File: src/rtl/brp_pkg.sv
// ----------------------------------------------------------------------------
// brp_pkg
// Shared types, codes and helpers for the HTTP byte-range parser.
// ----------------------------------------------------------------------------
`timescale 1ns / 1ps

package brp_pkg;

  // Width of a parsed decimal number (values above 2^NUM_W-1 overflow)
  localparam int NUM_W = 63;
  // Width of offsets and of the resource size
  localparam int OFS_W = 63;
  // Result queue depth and its pointer / count widths
  localparam int QDEPTH = 8;
  localparam int QPTR_W = $clog2(QDEPTH);
  localparam int QCNT_W = QPTR_W + 1;

  // Result status codes
  localparam logic [1:0] ST_OK        = 2'd0;
  localparam logic [1:0] ST_MALFORMED = 2'd1;
  localparam logic [1:0] ST_MULTI     = 2'd2;
  localparam logic [1:0] ST_UNSAT     = 2'd3;

  // Parse phase codes
  localparam logic [2:0] PH_UNIT   = 3'd0;
  localparam logic [2:0] PH_F_LEAD = 3'd1;
  localparam logic [2:0] PH_F_SIGN = 3'd2;
  localparam logic [2:0] PH_F_DIG  = 3'd3;
  localparam logic [2:0] PH_L_LEAD = 3'd4;
  localparam logic [2:0] PH_L_SIGN = 3'd5;
  localparam logic [2:0] PH_L_DIG  = 3'd6;

  // Offsets of the sub-phases from a number's lead phase
  localparam logic [2:0] SUB_LEAD = 3'd0;
  localparam logic [2:0] SUB_SIGN = 3'd1;
  localparam logic [2:0] SUB_DIG  = 3'd2;

  // Number of letters in the unit token
  localparam logic [2:0] UNIT_LEN = 3'd5;

  // Characters
  localparam logic [7:0] CH_EQ    = 8'h3d;
  localparam logic [7:0] CH_COMMA = 8'h2c;
  localparam logic [7:0] CH_DASH  = 8'h2d;
  localparam logic [7:0] CH_PLUS  = 8'h2b;
  localparam logic [7:0] CH_SPACE = 8'h20;
  localparam logic [7:0] CH_0     = 8'h30;
  localparam logic [7:0] CH_9     = 8'h39;
  localparam logic [7:0] CH_UA    = 8'h41;
  localparam logic [7:0] CH_UZ    = 8'h5a;
  localparam logic [7:0] CH_TAB   = 8'h09;
  localparam logic [7:0] CH_CR    = 8'h0d;

  // Input word
  typedef struct packed {
    logic [7:0] header_byte;
    logic       end_of_value;
  } in_t;

  // Result word
  typedef struct packed {
    logic [1:0]       range_status;
    logic [OFS_W-1:0] first_offset;
    logic [OFS_W-1:0] last_offset;
  } out_t;

  // Parse state captured at the end-of-value byte
  typedef struct packed {
    logic             bad_prefix;
    logic             comma;
    logic             dash_one;
    logic             start_present;
    logic             start_bad;
    logic             end_present;
    logic             end_bad;
    logic [NUM_W-1:0] start_value;
    logic [NUM_W-1:0] end_value;
  } snap_t;

  // Letters of the unit token, lower case
  function automatic logic [7:0] unit_char(input logic [2:0] idx);
    logic [7:0] ch;
    case (idx)
      3'd0:    ch = 8'h62; // b
      3'd1:    ch = 8'h79; // y
      3'd2:    ch = 8'h74; // t
      3'd3:    ch = 8'h65; // e
      3'd4:    ch = 8'h73; // s
      default: ch = 8'h00;
    endcase
    return ch;
  endfunction

  // Space, tab, LF, VT, FF, CR
  function automatic logic is_ws(input logic [7:0] c);
    return (c == CH_SPACE) || ((c >= CH_TAB) && (c <= CH_CR));
  endfunction

endpackage

File: src/rtl/brp_parse.sv
// ----------------------------------------------------------------------------
// brp_parse
// Per-byte parser: unit check, dash/comma tracking and the two decimal
// accumulators. Captures the parse state at the end-of-value byte.
// ----------------------------------------------------------------------------
`timescale 1ns / 1ps

module brp_parse (
  input  logic           clk,
  input  logic           rst_n,
  input  logic           byte_v,
  input  brp_pkg::in_t   byte_in,
  output logic           snap_v,
  output brp_pkg::snap_t snap
);
  import brp_pkg::*;

  localparam int PW = NUM_W + 4;

  logic [2:0]       phase_r, phase_nxt;
  logic [2:0]       umc_r, umc_nxt;
  logic             prefix_bad_r, prefix_bad_nxt;
  logic             comma_r, comma_nxt;
  logic [1:0]       dash_r, dash_nxt;
  logic             gap_r, gap_nxt;
  logic [NUM_W-1:0] sv_r, sv_nxt;
  logic             sp_r, sp_nxt;
  logic             sb_r, sb_nxt;
  logic [NUM_W-1:0] ev_r, ev_nxt;
  logic             ep_r, ep_nxt;
  logic             eb_r, eb_nxt;
  logic             snap_v_r;
  snap_t            snap_r, snap_nxt;

  logic [7:0]       c;
  logic [7:0]       lc;
  logic [2:0]       base;
  logic [2:0]       sub;
  logic [NUM_W-1:0] cur_val;
  logic             cur_pres;
  logic             cur_bad;
  logic [PW-1:0]    prod;
  logic             is_digit;

  assign c        = byte_in.header_byte;
  assign lc       = ((c >= CH_UA) && (c <= CH_UZ)) ? (c | 8'h20) : c;
  assign is_digit = (c >= CH_0) && (c <= CH_9);
  assign base     = (dash_r == 2'd0) ? PH_F_LEAD : PH_L_LEAD;
  assign sub      = phase_r - base;
  assign cur_val  = (dash_r == 2'd0) ? sv_r : ev_r;
  // value*10 + digit, top bits flag an overflow
  assign prod     = (PW'(cur_val) << 3) + (PW'(cur_val) << 1) + PW'(c - CH_0);

  // Next parse state for one byte
  always_comb begin
    phase_nxt      = phase_r;
    umc_nxt        = umc_r;
    prefix_bad_nxt = prefix_bad_r;
    comma_nxt      = comma_r;
    dash_nxt       = dash_r;
    gap_nxt        = gap_r;
    sv_nxt         = sv_r;
    sp_nxt         = sp_r;
    sb_nxt         = sb_r;
    ev_nxt         = ev_r;
    ep_nxt         = ep_r;
    eb_nxt         = eb_r;
    cur_pres       = (dash_r == 2'd0) ? sp_r : ep_r;
    cur_bad        = (dash_r == 2'd0) ? sb_r : eb_r;

    if (phase_r == PH_UNIT) begin
      if (c == CH_EQ) begin
        if (umc_r != UNIT_LEN) prefix_bad_nxt = 1'b1;
        phase_nxt = PH_F_LEAD;
        gap_nxt   = 1'b0;
      end else if (is_ws(c)) begin
        if (umc_r != 3'd0) gap_nxt = 1'b1;
      end else if (gap_r || (umc_r >= UNIT_LEN) || (lc != unit_char(umc_r))) begin
        prefix_bad_nxt = 1'b1;
      end else begin
        umc_nxt = umc_r + 3'd1;
      end
    end else if (c == CH_DASH) begin
      if (dash_r == 2'd0) begin
        if (phase_r == PH_F_SIGN) sb_nxt = 1'b1;
        phase_nxt = PH_L_LEAD;
        gap_nxt   = 1'b0;
      end
      if (dash_r != 2'd2) dash_nxt = dash_r + 2'd1;
    end else begin
      if (c == CH_COMMA) comma_nxt = 1'b1;
      if (dash_r != 2'd2) begin
        // one character of the current number field
        if (is_ws(c)) begin
          if (sub != SUB_LEAD) gap_nxt = 1'b1;
        end else begin
          cur_pres = 1'b1;
          if (gap_r) begin
            cur_bad = 1'b1;
          end else if ((sub == SUB_LEAD) && (c == CH_PLUS)) begin
            phase_nxt = base + SUB_SIGN;
          end else if (is_digit) begin
            phase_nxt = base + SUB_DIG;
            if (!cur_bad) begin
              if (prod[PW-1:NUM_W] != '0) begin
                cur_bad = 1'b1;
              end else if (dash_r == 2'd0) begin
                sv_nxt = prod[NUM_W-1:0];
              end else begin
                ev_nxt = prod[NUM_W-1:0];
              end
            end
          end else begin
            cur_bad = 1'b1;
          end
        end
        if (dash_r == 2'd0) begin
          sp_nxt = cur_pres;
          sb_nxt = cur_bad;
        end else begin
          ep_nxt = cur_pres;
          eb_nxt = cur_bad;
        end
      end
    end
  end

  // End-of-value snapshot; a dangling sign marks its number bad
  always_comb begin
    snap_nxt.bad_prefix    = (phase_nxt == PH_UNIT) || prefix_bad_nxt;
    snap_nxt.comma         = comma_nxt;
    snap_nxt.dash_one      = (dash_nxt == 2'd1);
    snap_nxt.start_present = sp_nxt;
    snap_nxt.start_bad     = sb_nxt || (phase_nxt == PH_F_SIGN);
    snap_nxt.end_present   = ep_nxt;
    snap_nxt.end_bad       = eb_nxt || (phase_nxt == PH_L_SIGN);
    snap_nxt.start_value   = sv_nxt;
    snap_nxt.end_value     = ev_nxt;
  end

  // Parse state registers; cleared after the last byte of a value
  always_ff @(posedge clk) begin
    if (!rst_n || (byte_v && byte_in.end_of_value)) begin
      phase_r      <= PH_UNIT;
      umc_r        <= '0;
      prefix_bad_r <= 1'b0;
      comma_r      <= 1'b0;
      dash_r       <= '0;
      gap_r        <= 1'b0;
      sv_r         <= '0;
      sp_r         <= 1'b0;
      sb_r         <= 1'b0;
      ev_r         <= '0;
      ep_r         <= 1'b0;
      eb_r         <= 1'b0;
    end else if (byte_v) begin
      phase_r      <= phase_nxt;
      umc_r        <= umc_nxt;
      prefix_bad_r <= prefix_bad_nxt;
      comma_r      <= comma_nxt;
      dash_r       <= dash_nxt;
      gap_r        <= gap_nxt;
      sv_r         <= sv_nxt;
      sp_r         <= sp_nxt;
      sb_r         <= sb_nxt;
      ev_r         <= ev_nxt;
      ep_r         <= ep_nxt;
      eb_r         <= eb_nxt;
    end
  end

  // Snapshot register
  always_ff @(posedge clk) begin
    if (!rst_n) begin
      snap_v_r <= 1'b0;
    end else begin
      snap_v_r <= byte_v && byte_in.end_of_value;
    end
  end

  always_ff @(posedge clk) begin
    if (byte_v && byte_in.end_of_value) begin
      snap_r <= snap_nxt;
    end
  end

  assign snap_v = snap_v_r;
  assign snap   = snap_r;

endmodule

File: src/rtl/brp_eval.sv
// ----------------------------------------------------------------------------
// brp_eval
// Range evaluation: one stage of compares against the resource size, then
// status priority and offset selection.
// ----------------------------------------------------------------------------
`timescale 1ns / 1ps

module brp_eval (
  input  logic                      clk,
  input  logic                      rst_n,
  input  logic                      cfg_we,
  input  logic [brp_pkg::OFS_W-1:0] cfg_wdata,
  input  logic                      snap_v,
  input  brp_pkg::snap_t            snap,
  output logic                      cmp_v,
  output logic                      res_v,
  output brp_pkg::out_t             res
);
  import brp_pkg::*;

  logic [OFS_W-1:0] size_r;
  logic [OFS_W-1:0] size_m1_r;

  logic [OFS_W-1:0] sv;
  logic [OFS_W-1:0] ev;

  logic             a_v_r;
  snap_t            a_snap_r;
  logic             size_zero_r;
  logic             ev_zero_r;
  logic             ev_lt_size_r;
  logic             sv_ge_size_r;
  logic             ev_lt_sv_r;
  logic             ev_lt_szm1_r;
  logic [OFS_W-1:0] tail_first_r;
  logic [OFS_W-1:0] sv_r;
  logic [OFS_W-1:0] ev_r;

  assign sv = OFS_W'(snap.start_value);
  assign ev = OFS_W'(snap.end_value);

  // Resource size, with size-1 kept alongside for the clamp
  always_ff @(posedge clk) begin
    if (!rst_n) begin
      size_r    <= '0;
      size_m1_r <= '1;
    end else if (cfg_we) begin
      size_r    <= cfg_wdata;
      size_m1_r <= cfg_wdata - OFS_W'(1);
    end
  end

  // Compare stage
  always_ff @(posedge clk) begin
    if (!rst_n) begin
      a_v_r <= 1'b0;
    end else begin
      a_v_r <= snap_v;
    end
  end

  always_ff @(posedge clk) begin
    if (snap_v) begin
      a_snap_r     <= snap;
      size_zero_r  <= (size_r == '0);
      ev_zero_r    <= (ev == '0);
      ev_lt_size_r <= (ev < size_r);
      sv_ge_size_r <= (sv >= size_r);
      ev_lt_sv_r   <= (ev < sv);
      ev_lt_szm1_r <= (ev < size_m1_r);
      tail_first_r <= size_r - ev;
      sv_r         <= sv;
      ev_r         <= ev;
    end
  end

  // Status priority and offsets
  always_comb begin
    res.range_status = ST_OK;
    res.first_offset = '0;
    res.last_offset  = '0;
    if (a_snap_r.bad_prefix) begin
      res.range_status = ST_MALFORMED;
    end else if (a_snap_r.comma) begin
      res.range_status = ST_MULTI;
    end else if (!a_snap_r.dash_one) begin
      res.range_status = ST_MALFORMED;
    end else if (!a_snap_r.start_present && !a_snap_r.end_present) begin
      res.range_status = ST_MALFORMED;
    end else if (size_zero_r) begin
      res.range_status = ST_UNSAT;
    end else if (!a_snap_r.start_present) begin
      // suffix form: last min(suffix, size) bytes
      if (a_snap_r.end_bad) begin
        res.range_status = ST_MALFORMED;
      end else if (ev_zero_r) begin
        res.range_status = ST_UNSAT;
      end else begin
        res.first_offset = ev_lt_size_r ? tail_first_r : '0;
        res.last_offset  = size_m1_r;
      end
    end else if (a_snap_r.start_bad) begin
      res.range_status = ST_MALFORMED;
    end else if (sv_ge_size_r) begin
      res.range_status = ST_UNSAT;
    end else if (!a_snap_r.end_present) begin
      res.first_offset = sv_r;
      res.last_offset  = size_m1_r;
    end else if (a_snap_r.end_bad) begin
      res.range_status = ST_MALFORMED;
    end else if (ev_lt_sv_r) begin
      res.range_status = ST_UNSAT;
    end else begin
      res.first_offset = sv_r;
      res.last_offset  = ev_lt_szm1_r ? ev_r : size_m1_r;
    end
  end

  assign cmp_v = a_v_r;
  assign res_v = a_v_r;

endmodule

File: src/rtl/brp_out_fifo.sv
// ----------------------------------------------------------------------------
// brp_out_fifo
// Result queue in front of the output channel; its head is the output word.
// ----------------------------------------------------------------------------
`timescale 1ns / 1ps

module brp_out_fifo (
  input  logic                       clk,
  input  logic                       rst_n,
  input  logic                       push,
  input  brp_pkg::out_t              push_data,
  output logic                       out_valid,
  input  logic                       out_ready,
  output brp_pkg::out_t              out_data,
  output logic [brp_pkg::QCNT_W-1:0] count
);
  import brp_pkg::*;

  out_t              mem_r [QDEPTH];
  logic [QPTR_W-1:0] wr_ptr_r;
  logic [QPTR_W-1:0] rd_ptr_r;
  logic [QCNT_W-1:0] count_r;
  logic              pop;

  assign out_valid = (count_r != '0);
  assign out_data  = mem_r[rd_ptr_r];
  assign pop       = out_valid && out_ready;
  assign count     = count_r;

  // Pointers and fill count
  always_ff @(posedge clk) begin
    if (!rst_n) begin
      wr_ptr_r <= '0;
      rd_ptr_r <= '0;
      count_r  <= '0;
    end else begin
      if (push) wr_ptr_r <= wr_ptr_r + QPTR_W'(1);
      if (pop)  rd_ptr_r <= rd_ptr_r + QPTR_W'(1);
      count_r <= count_r + QCNT_W'(push) - QCNT_W'(pop);
    end
  end

  // Storage
  always_ff @(posedge clk) begin
    if (push) begin
      mem_r[wr_ptr_r] <= push_data;
    end
  end

endmodule

File: src/rtl/http_byte_range_parser.sv
// ----------------------------------------------------------------------------
// http_byte_range_parser
// Parses one HTTP Range header value ("bytes=first-last", "bytes=first-",
// "bytes=-suffix") one byte per word and reports status and clamped offsets.
// ----------------------------------------------------------------------------
// The block takes one header byte per cycle while in_ready is high, and
// gives one result word for each byte marked end_of_value. The input
// register loads at the accepting edge, then the parse snapshot register,
// the compare register (against the resource size) and, through the status
// select, the result queue load in turn. Results wait in an 8-deep queue;
// in_ready drops only when the queued results plus those still in the
// pipeline reach eight, so with out_ready held high the input never stalls.
// The user must write resource_size through cfg_we / cfg_wdata only while
// no value is in progress; the block itself does not enforce this.
`timescale 1ns / 1ps

module http_byte_range_parser (
  input  logic                      clk,
  input  logic                      rst_n,
  input  logic                      in_valid,
  output logic                      in_ready,
  input  brp_pkg::in_t              in_data,
  output logic                      out_valid,
  input  logic                      out_ready,
  output brp_pkg::out_t             out_data,
  input  logic                      cfg_we,
  input  logic [brp_pkg::OFS_W-1:0] cfg_wdata
);
  import brp_pkg::*;

  logic              s0_v_r;
  in_t               s0_r;
  logic              snap_v;
  snap_t             snap;
  logic              cmp_v;
  logic              res_v;
  out_t              res;
  logic [QCNT_W-1:0] q_count;
  logic [QCNT_W:0]   pending;
  logic              in_accept;

  // Credit check: results queued plus results in flight
  assign pending   = (QCNT_W + 1)'(q_count)
                   + (QCNT_W + 1)'(s0_v_r && s0_r.end_of_value)
                   + (QCNT_W + 1)'(snap_v)
                   + (QCNT_W + 1)'(cmp_v);
  assign in_ready  = (pending < (QCNT_W + 1)'(QDEPTH));
  assign in_accept = in_valid && in_ready;

  // Input register
  always_ff @(posedge clk) begin
    if (!rst_n) begin
      s0_v_r <= 1'b0;
    end else begin
      s0_v_r <= in_accept;
    end
  end

  always_ff @(posedge clk) begin
    if (in_accept) begin
      s0_r <= in_data;
    end
  end

  brp_parse u_parse (
    .clk     (clk),
    .rst_n   (rst_n),
    .byte_v  (s0_v_r),
    .byte_in (s0_r),
    .snap_v  (snap_v),
    .snap    (snap)
  );

  brp_eval u_eval (
    .clk       (clk),
    .rst_n     (rst_n),
    .cfg_we    (cfg_we),
    .cfg_wdata (cfg_wdata),
    .snap_v    (snap_v),
    .snap      (snap),
    .cmp_v     (cmp_v),
    .res_v     (res_v),
    .res       (res)
  );

  brp_out_fifo u_out_fifo (
    .clk       (clk),
    .rst_n     (rst_n),
    .push      (res_v),
    .push_data (res),
    .out_valid (out_valid),
    .out_ready (out_ready),
    .out_data  (out_data),
    .count     (q_count)
  );

endmodule

File: config.mk
export PLATFORM = sky130hd
export DESIGN_NAME = http_byte_range_parser
export DESIGN_NICKNAME = d
export VERILOG_FILES = /design/src/rtl/brp_pkg.sv /design/src/rtl/brp_parse.sv /design/src/rtl/brp_eval.sv /design/src/rtl/brp_out_fifo.sv /design/src/rtl/http_byte_range_parser.sv
export SDC_FILE = /design/constraint.sdc
export NUM_CORES = 2
export LEC_CHECK = 0
export BUFFER_PORTS_ARGS = -buffer_cell sky130_fd_sc_hd__buf_2
export CAP_MARGIN = 20
export CORE_MARGIN = 2
export CORE_UTILIZATION = 41
export CTS_BUF_LIST = sky130_fd_sc_hd__clkbuf_8
export CTS_CLUSTER_DIAMETER = 80
export CTS_CLUSTER_SIZE = 24
export DETAILED_ROUTE_END_ITERATION = 7
export GPL_TIMING_DRIVEN = 0
export PLACE_DENSITY = 0.66
export SYNTH_ARGS = -nofsm -noshare
export SYNTH_HDL_FRONTEND = slang
export SYNTH_SLANG_ARGS = --single-unit
File: constraint.sdc
create_clock -name clk -period 10.41 [get_ports clk]
set_clock_uncertainty 0.1 [all_clocks]
set_input_delay 2.082 -clock clk [delete_from_list [all_inputs] [get_ports clk]]
set_output_delay 2.082 -clock clk [all_outputs]
set_load 0.005 [all_outputs]
# Word-level counts from Yosys, hierarchy flattened
# Memories as Yosys holds them, arrays and structs flattened. A register that Yosys moved wholly into a read port is not among the register bits.
# Index checks and enable logic that the tools add are counted.
# word_totals
register_bits,624
ramBits,1024
in_bits,77
word_cells,247
n_memories,1
# classes
n_addsub,17
order_cmp,12
eq_ne,19
muxes,114
n_bitwise,3
reduce_logical,34
# memory_table
memory,words,word_bits,read_ports,rd_clocked_by_memory_dff,write_ports,line_no,text
u_out_fifo.mem_r,8,128,1,1,1,brp_out_fifo.sv:19,out_t mem_r [QDEPTH];
# op_table
op,count
126-bit 2-to-1 mux,12
63-bit 2-to-1 mux,23
63-bit less-than comparator,3
128-bit 2-to-1 mux,1
63-bit logical NOT,2
66-bit by 64-bit adder with 67-bit output,1
67-bit adder,1
63-bit greater-or-equal comparator,1
63-bit by 1-bit subtractor with 63-bit output (second input constant),1
63-bit subtractor,1
1-bit 2-to-1 mux,46
8-bit by 6-bit equality test with 1-bit output (second input constant),5
3-bit 2-to-1 mux,12
7-bit one-hot mux with 5 select lines,1
2-bit 2-to-1 mux,15
8-bit 2-to-1 mux,3
3-bit nonzero test,5
3-bit by 1-bit adder with 3-bit output (second input constant),4
3-bit by 2-bit equality test with 1-bit output (second input constant),4
3-bit logical NOT,4
5-bit by 1-bit adder with 5-bit output,2
3-bit != test (second input constant),3
8-bit by 6-bit subtractor with 9-bit output (second input constant),1
8-bit by 4-bit greater-or-equal comparator with 1-bit output (second input constant),1
28 further kinds,47

# Logic depth before layout (Yosys ltp)
# logic_depth
ltp_word,16
mapped_depth,25

# Modules after synthesis
# A second synthesis with hierarchy kept.
# unflattened
cells_unflattened,5942
area_unflattened_um2,80991.4
# modules_own_cells
mod,instances,cells_per_inst,area_per_inst_um2
brp_out_fifo,1,1551,39610.5
brp_eval,1,2413,22145.0
brp_parse,1,1959,18865.6
http_byte_range_parser,1,19,370.4

# Least setup slack after synthesis
# OpenSTA, ideal clock, no wires.
# synth_path
path_type,flip-flop to flip-flop
startpoint,register u_eval.a_v_r (netlist: u_eval.cmp_v)
endpoint,memory u_out_fifo.mem_r[0][0] (netlist name) (enable)
setup_ns,0.772
t_arrival_ns,9.207
t_required_ns,9.538
setup_slack_ns,0.331
path_stages_with_launch,3
n_path_buf,0
synth_period_minus_slack_ns,10.079
path_cell_list,dfxtp_1 > nand2b_1 > nor3_1
# synth_via
elab_chain_len,2
# synth_lines
element,line_no,text
from (decl),brp_eval.sv:27,logic a_v_r;
from (signal assigned),brp_eval.sv:58,a_v_r <= snap_v;
1-bit 2-to-1 mux,brp_out_fifo.sv:45,if (push) begin
1-bit 2-to-1 mux (implied by the code),brp_out_fifo.sv:46,mem_r[wr_ptr_r] <= push_data;
to (decl),brp_out_fifo.sv:19,
# Every way passes these cells.

==> impl_results.md <==
- CP Launch Point: u_parse.dash_r[0]
- Synth top area cells: edfxtp_1 (52%), mux4_2 (7.3%), dfxtp_1 (7.1%)
- NumNets Final: 6675
- Initial core utilization: approximately two fifths
- Sequential cell area: 46700 um2
- Initial antenna violation count: 43
- Placed cell area: 85100 um2
- Root Driver: clkbuf_8
- Worst Setup EP: u_parse.snap[124]
- Final WL: 225 mm
- Maximum clock frequency: 106 MHz
- Hold Buf Count CTS: 0
- Via count: approximately 50000
- Post-cts resize count: 0
- Worst-path clk slew: 0.13 ns
- Clock Latency Late Sink: around 0.95 ns
- M2 GR Usage: 36.5%
- Placer congestion estimate: 0.968
- Vias/cell: 5.65
- Avg Inst Size Synth: 13.7 um2
- Most numerous cell in the Yosys netlist: edfxtp_1
- Data required time of the worst path: 10.97 ns
- Area share of the largest cell type after synthesis: 51.7%
- Pwr/cell area: around 160 nW/um2
- Global route overflow: 0
- Fillers: ~17000
- Total CTS buffers: 97
- Max-cap violations: 0
- Crit-path max FO: 10
- Antenna Nets Post-Route: 0
- First-pass GRT wire length: about 330 mm
- Setup-failing EPs final: 0
- Share of layout cells above drive strength 1: 16.7%
- Slew Viols, Final: 0
- Synth async-reset ratio: 0%
- GRT busiest layer: met2
- Die Y: about 440 um
- Largest net degree at the start of global routing: slightly below 100
- Hold violation count in the final report: 0
- Worst R2R End: u_parse.snap[124]
- Reg2reg path depth: 22
- Most frequent cells after synthesis: edfxtp_1 (1368), nand2_1 (518), inv_1 (383), ha_1 (343), dfxtp_1 (283)
- Met3 usage: 2.60%
- Worst setup path class: reg -> reg
- Clock Tree Buf Depth: 3
- Slew HR: between 15 and 20%
- RSZ-0062 raised after global routing: false
- Setup ws final: 0.991 ns
- H-tree depth: 3
- Max VDD drop: 0.108 mV
- Flop-to-flop setup slack: 0.99 ns
- IO Pins: around 210
- Vias in the first global route: 49400
- GRT Resource Usage Total: 22.4%
- Status: finished clean
- Syn_nets: 6283
- Initial detailed-routing violation count: 4098
- RR Startpoint: u_parse.dash_r[0]
- CTS tree: done
- Synth-to-Final Area Change: 9.82%
- Area of the multi-input gates: around 30000 um2
- Setup WS pre-CTS: 1.13 ns
- Core Footprint: 193000 um2
- Clock Sinks: 1651
- Fin crit share: between 90% and 100%
- PortBufs: 204
- Hpwl dp: roughly 170 mm
- DR pass1 iterations: 6
- WL per Instance: 25.5 um
- Arrival @ worst endpoint: around 10 ns
- Number of enable flip-flop cells after synthesis: 1368
- Tightest Hold Check Type: reg -> reg
- Synth Cell Area: 79500 um2
- Crit end category: register
- Minimum clock period: 9.42 ns
- Leak pwr: roughly 0.033 uW
- Finished Cell Area: roughly 87000 um2
- Num rows: 161
- Cells after Synth: 5798
- DR DRC count: 0
- Ys Warns: 0
- Most used DFF post-synth: edfxtp_1
- Die X: about 440 um
- Post-CTS setup buffers: 0
- Die area: 197000 um2
- CP startpoint kind: register
- Yosys reg bits: 1651
- Post-synth cell types: 85
- Worst Max-Slew Pin Slew: 1.26 ns
- Met1 Track Usage GR: about 31%
- Synth area leader: edfxtp_1
- Sequential share of the synthesized area: 58.8%
## per-stage QoR
stage / utilization [%] / total power (uW) / setup TNS [ns] / hold WS, ns / cells
2_1_floorplan: - / 9540 / 0 / 0.300 / 5798
3_3_place_gp: 43.4 / 10800 / -3384.69 / 0.306 / 8528
3_5_place_dp: 44.2 / 10900 / 0 / 0.307 / 8612
4_1_cts: 45.2 / 14100 / 0 / 0.338 / 8771
5_1_grt: 45.3 / 14500 / 0 / 0.348 / 8793
6_report: 45.3 / 14000 / 0 / 0.328 / 8803
## sequential cells by signal (all words and copies together) (netlist names), 3 cells and up, named ones only
signal,flops
u_out_fifo.rd_ptr_r,3
u_eval.tail_first_r,63
u_out_fifo.count,4
u_eval.size_r,63
u_parse.umc_r,3
s0_r,9
u_eval.a_snap_r,7
u_parse.snap,133
u_parse.ev_r,63
u_eval.size_m1_r,63
u_parse.phase_r,3
u_out_fifo.wr_ptr_r,3
u_eval.sv_r,63
u_eval.ev_r,63
u_out_fifo.mem_r,1024
u_parse.sv_r,63
## kinds of logic after synthesis
group / after synthesis / synth area share (%)
AOI/OAI and AO/OA: 902 / 7.39
buffers and inverters: 651 / 3.13
and+or+nand+nor: 1236 / 7.44
adders and majority gates: 408 / 7.04
muxes: 771 / 14.2
xor gates and xnor gates: 179 / 1.97
DFF: 1651 / 58.8
## power by group
group	total (uW)	leakage (uW)	internal [uW]	switching, uW
Combinational	3320	0.0170	1540	1780
Clock	3250	0.00107	997	2260
Sequential	7400	0.0148	7220	170
## worst min path at each step
stage	slack (ns)	end	cells after the start	from
6_report	0.33	u_eval.a_snap_r[130]	0	u_parse.snap[130]
5_1_grt	0.35	u_eval.a_snap_r[128]	0	u_parse.snap[128]
4_1_cts	0.34	u_eval.a_snap_r[127]	0	u_parse.snap[127]
3_5_place_dp	0.31	u_eval.a_snap_r[130]	0	u_parse.snap[130]
3_3_place_gp	0.31	u_eval.a_snap_r[129]	0	u_parse.snap[129]
2_1_floorplan	0.30	u_eval.a_snap_r[126]	0	u_parse.snap[126]
## worst max-delay path, cell delays in order, from the launching register on
cell and delay [ns]:
dfxtp_1 0.34, inv_1 0.08, ha_1 0.19, clkbuf_1 0.25
clkbuf_1 0.47, buf_1 0.82, clkbuf_1 0.30, buf_8 0.22
mux2i_1 0.33, inv_1 0.12, fa_1 0.48, ha_1 0.37
o211ai_1 0.11, o21ai_0 0.42, o21ai_1 0.22, a211oi_1 0.88
o21ai_1 0.36, o21ai_0 0.43, mux2_2 0.38, a211o_1 0.37
nor3_4 0.78, buf_2 0.52, mux2i_1 0.55
## layer usage
metal / vias up / wire [um]
met5: - / 18
met4: 2 / 9570
met3: 343 / 11700
met2: 1501 / 106000
met1: 25300 / 97400
li1: 22500 / -
## placed cells by master, fill, tap and decap left out, drive strengths merged, types with 9 or more instances in the layout
cell | Yosys | final
a211oi | 23 | 23
a21boi | 13 | 13
a21o | 170 | 170
a21oi | 258 | 258
a22oi | 76 | 76
a31oi | 22 | 22
and2 | 24 | 24
and3 | 18 | 18
buf | 69 | 361
clkbuf | 199 | 298
clkinv | 0 | 15
dfxtp | 283 | 283
diode | 0 | 27
edfxtp | 1368 | 1368
fa | 65 | 65
ha | 343 | 343
inv | 383 | 426
mux2 | 285 | 285
mux2i | 230 | 230
mux4 | 256 | 256
nand2 | 518 | 518
nand2b | 36 | 36
nand3 | 56 | 56
nand4 | 81 | 81
nor2 | 226 | 226
nor2b | 94 | 94
nor3 | 56 | 56
nor4 | 54 | 54
o211ai | 58 | 58
o21a | 26 | 26
o21ai | 139 | 139
o21bai | 19 | 19
o31ai | 11 | 11
or2 | 9 | 9
or3 | 26 | 26
or4 | 16 | 16
xnor2 | 102 | 102
xor2 | 77 | 77
## layout make-up
type	count	share of cell area (%)
multi-input combinational	3496	34.7
tap	2526	3.62
sequential	1651	53.6
timing repair buffer	293	2.84
inverter	383	1.65
clock inverter	61	0.763
antenna	27	0.0774
clock buffer	98	1.55
buffer	268	1.20
Note: power is estimated with default switching activity, not from simulation.
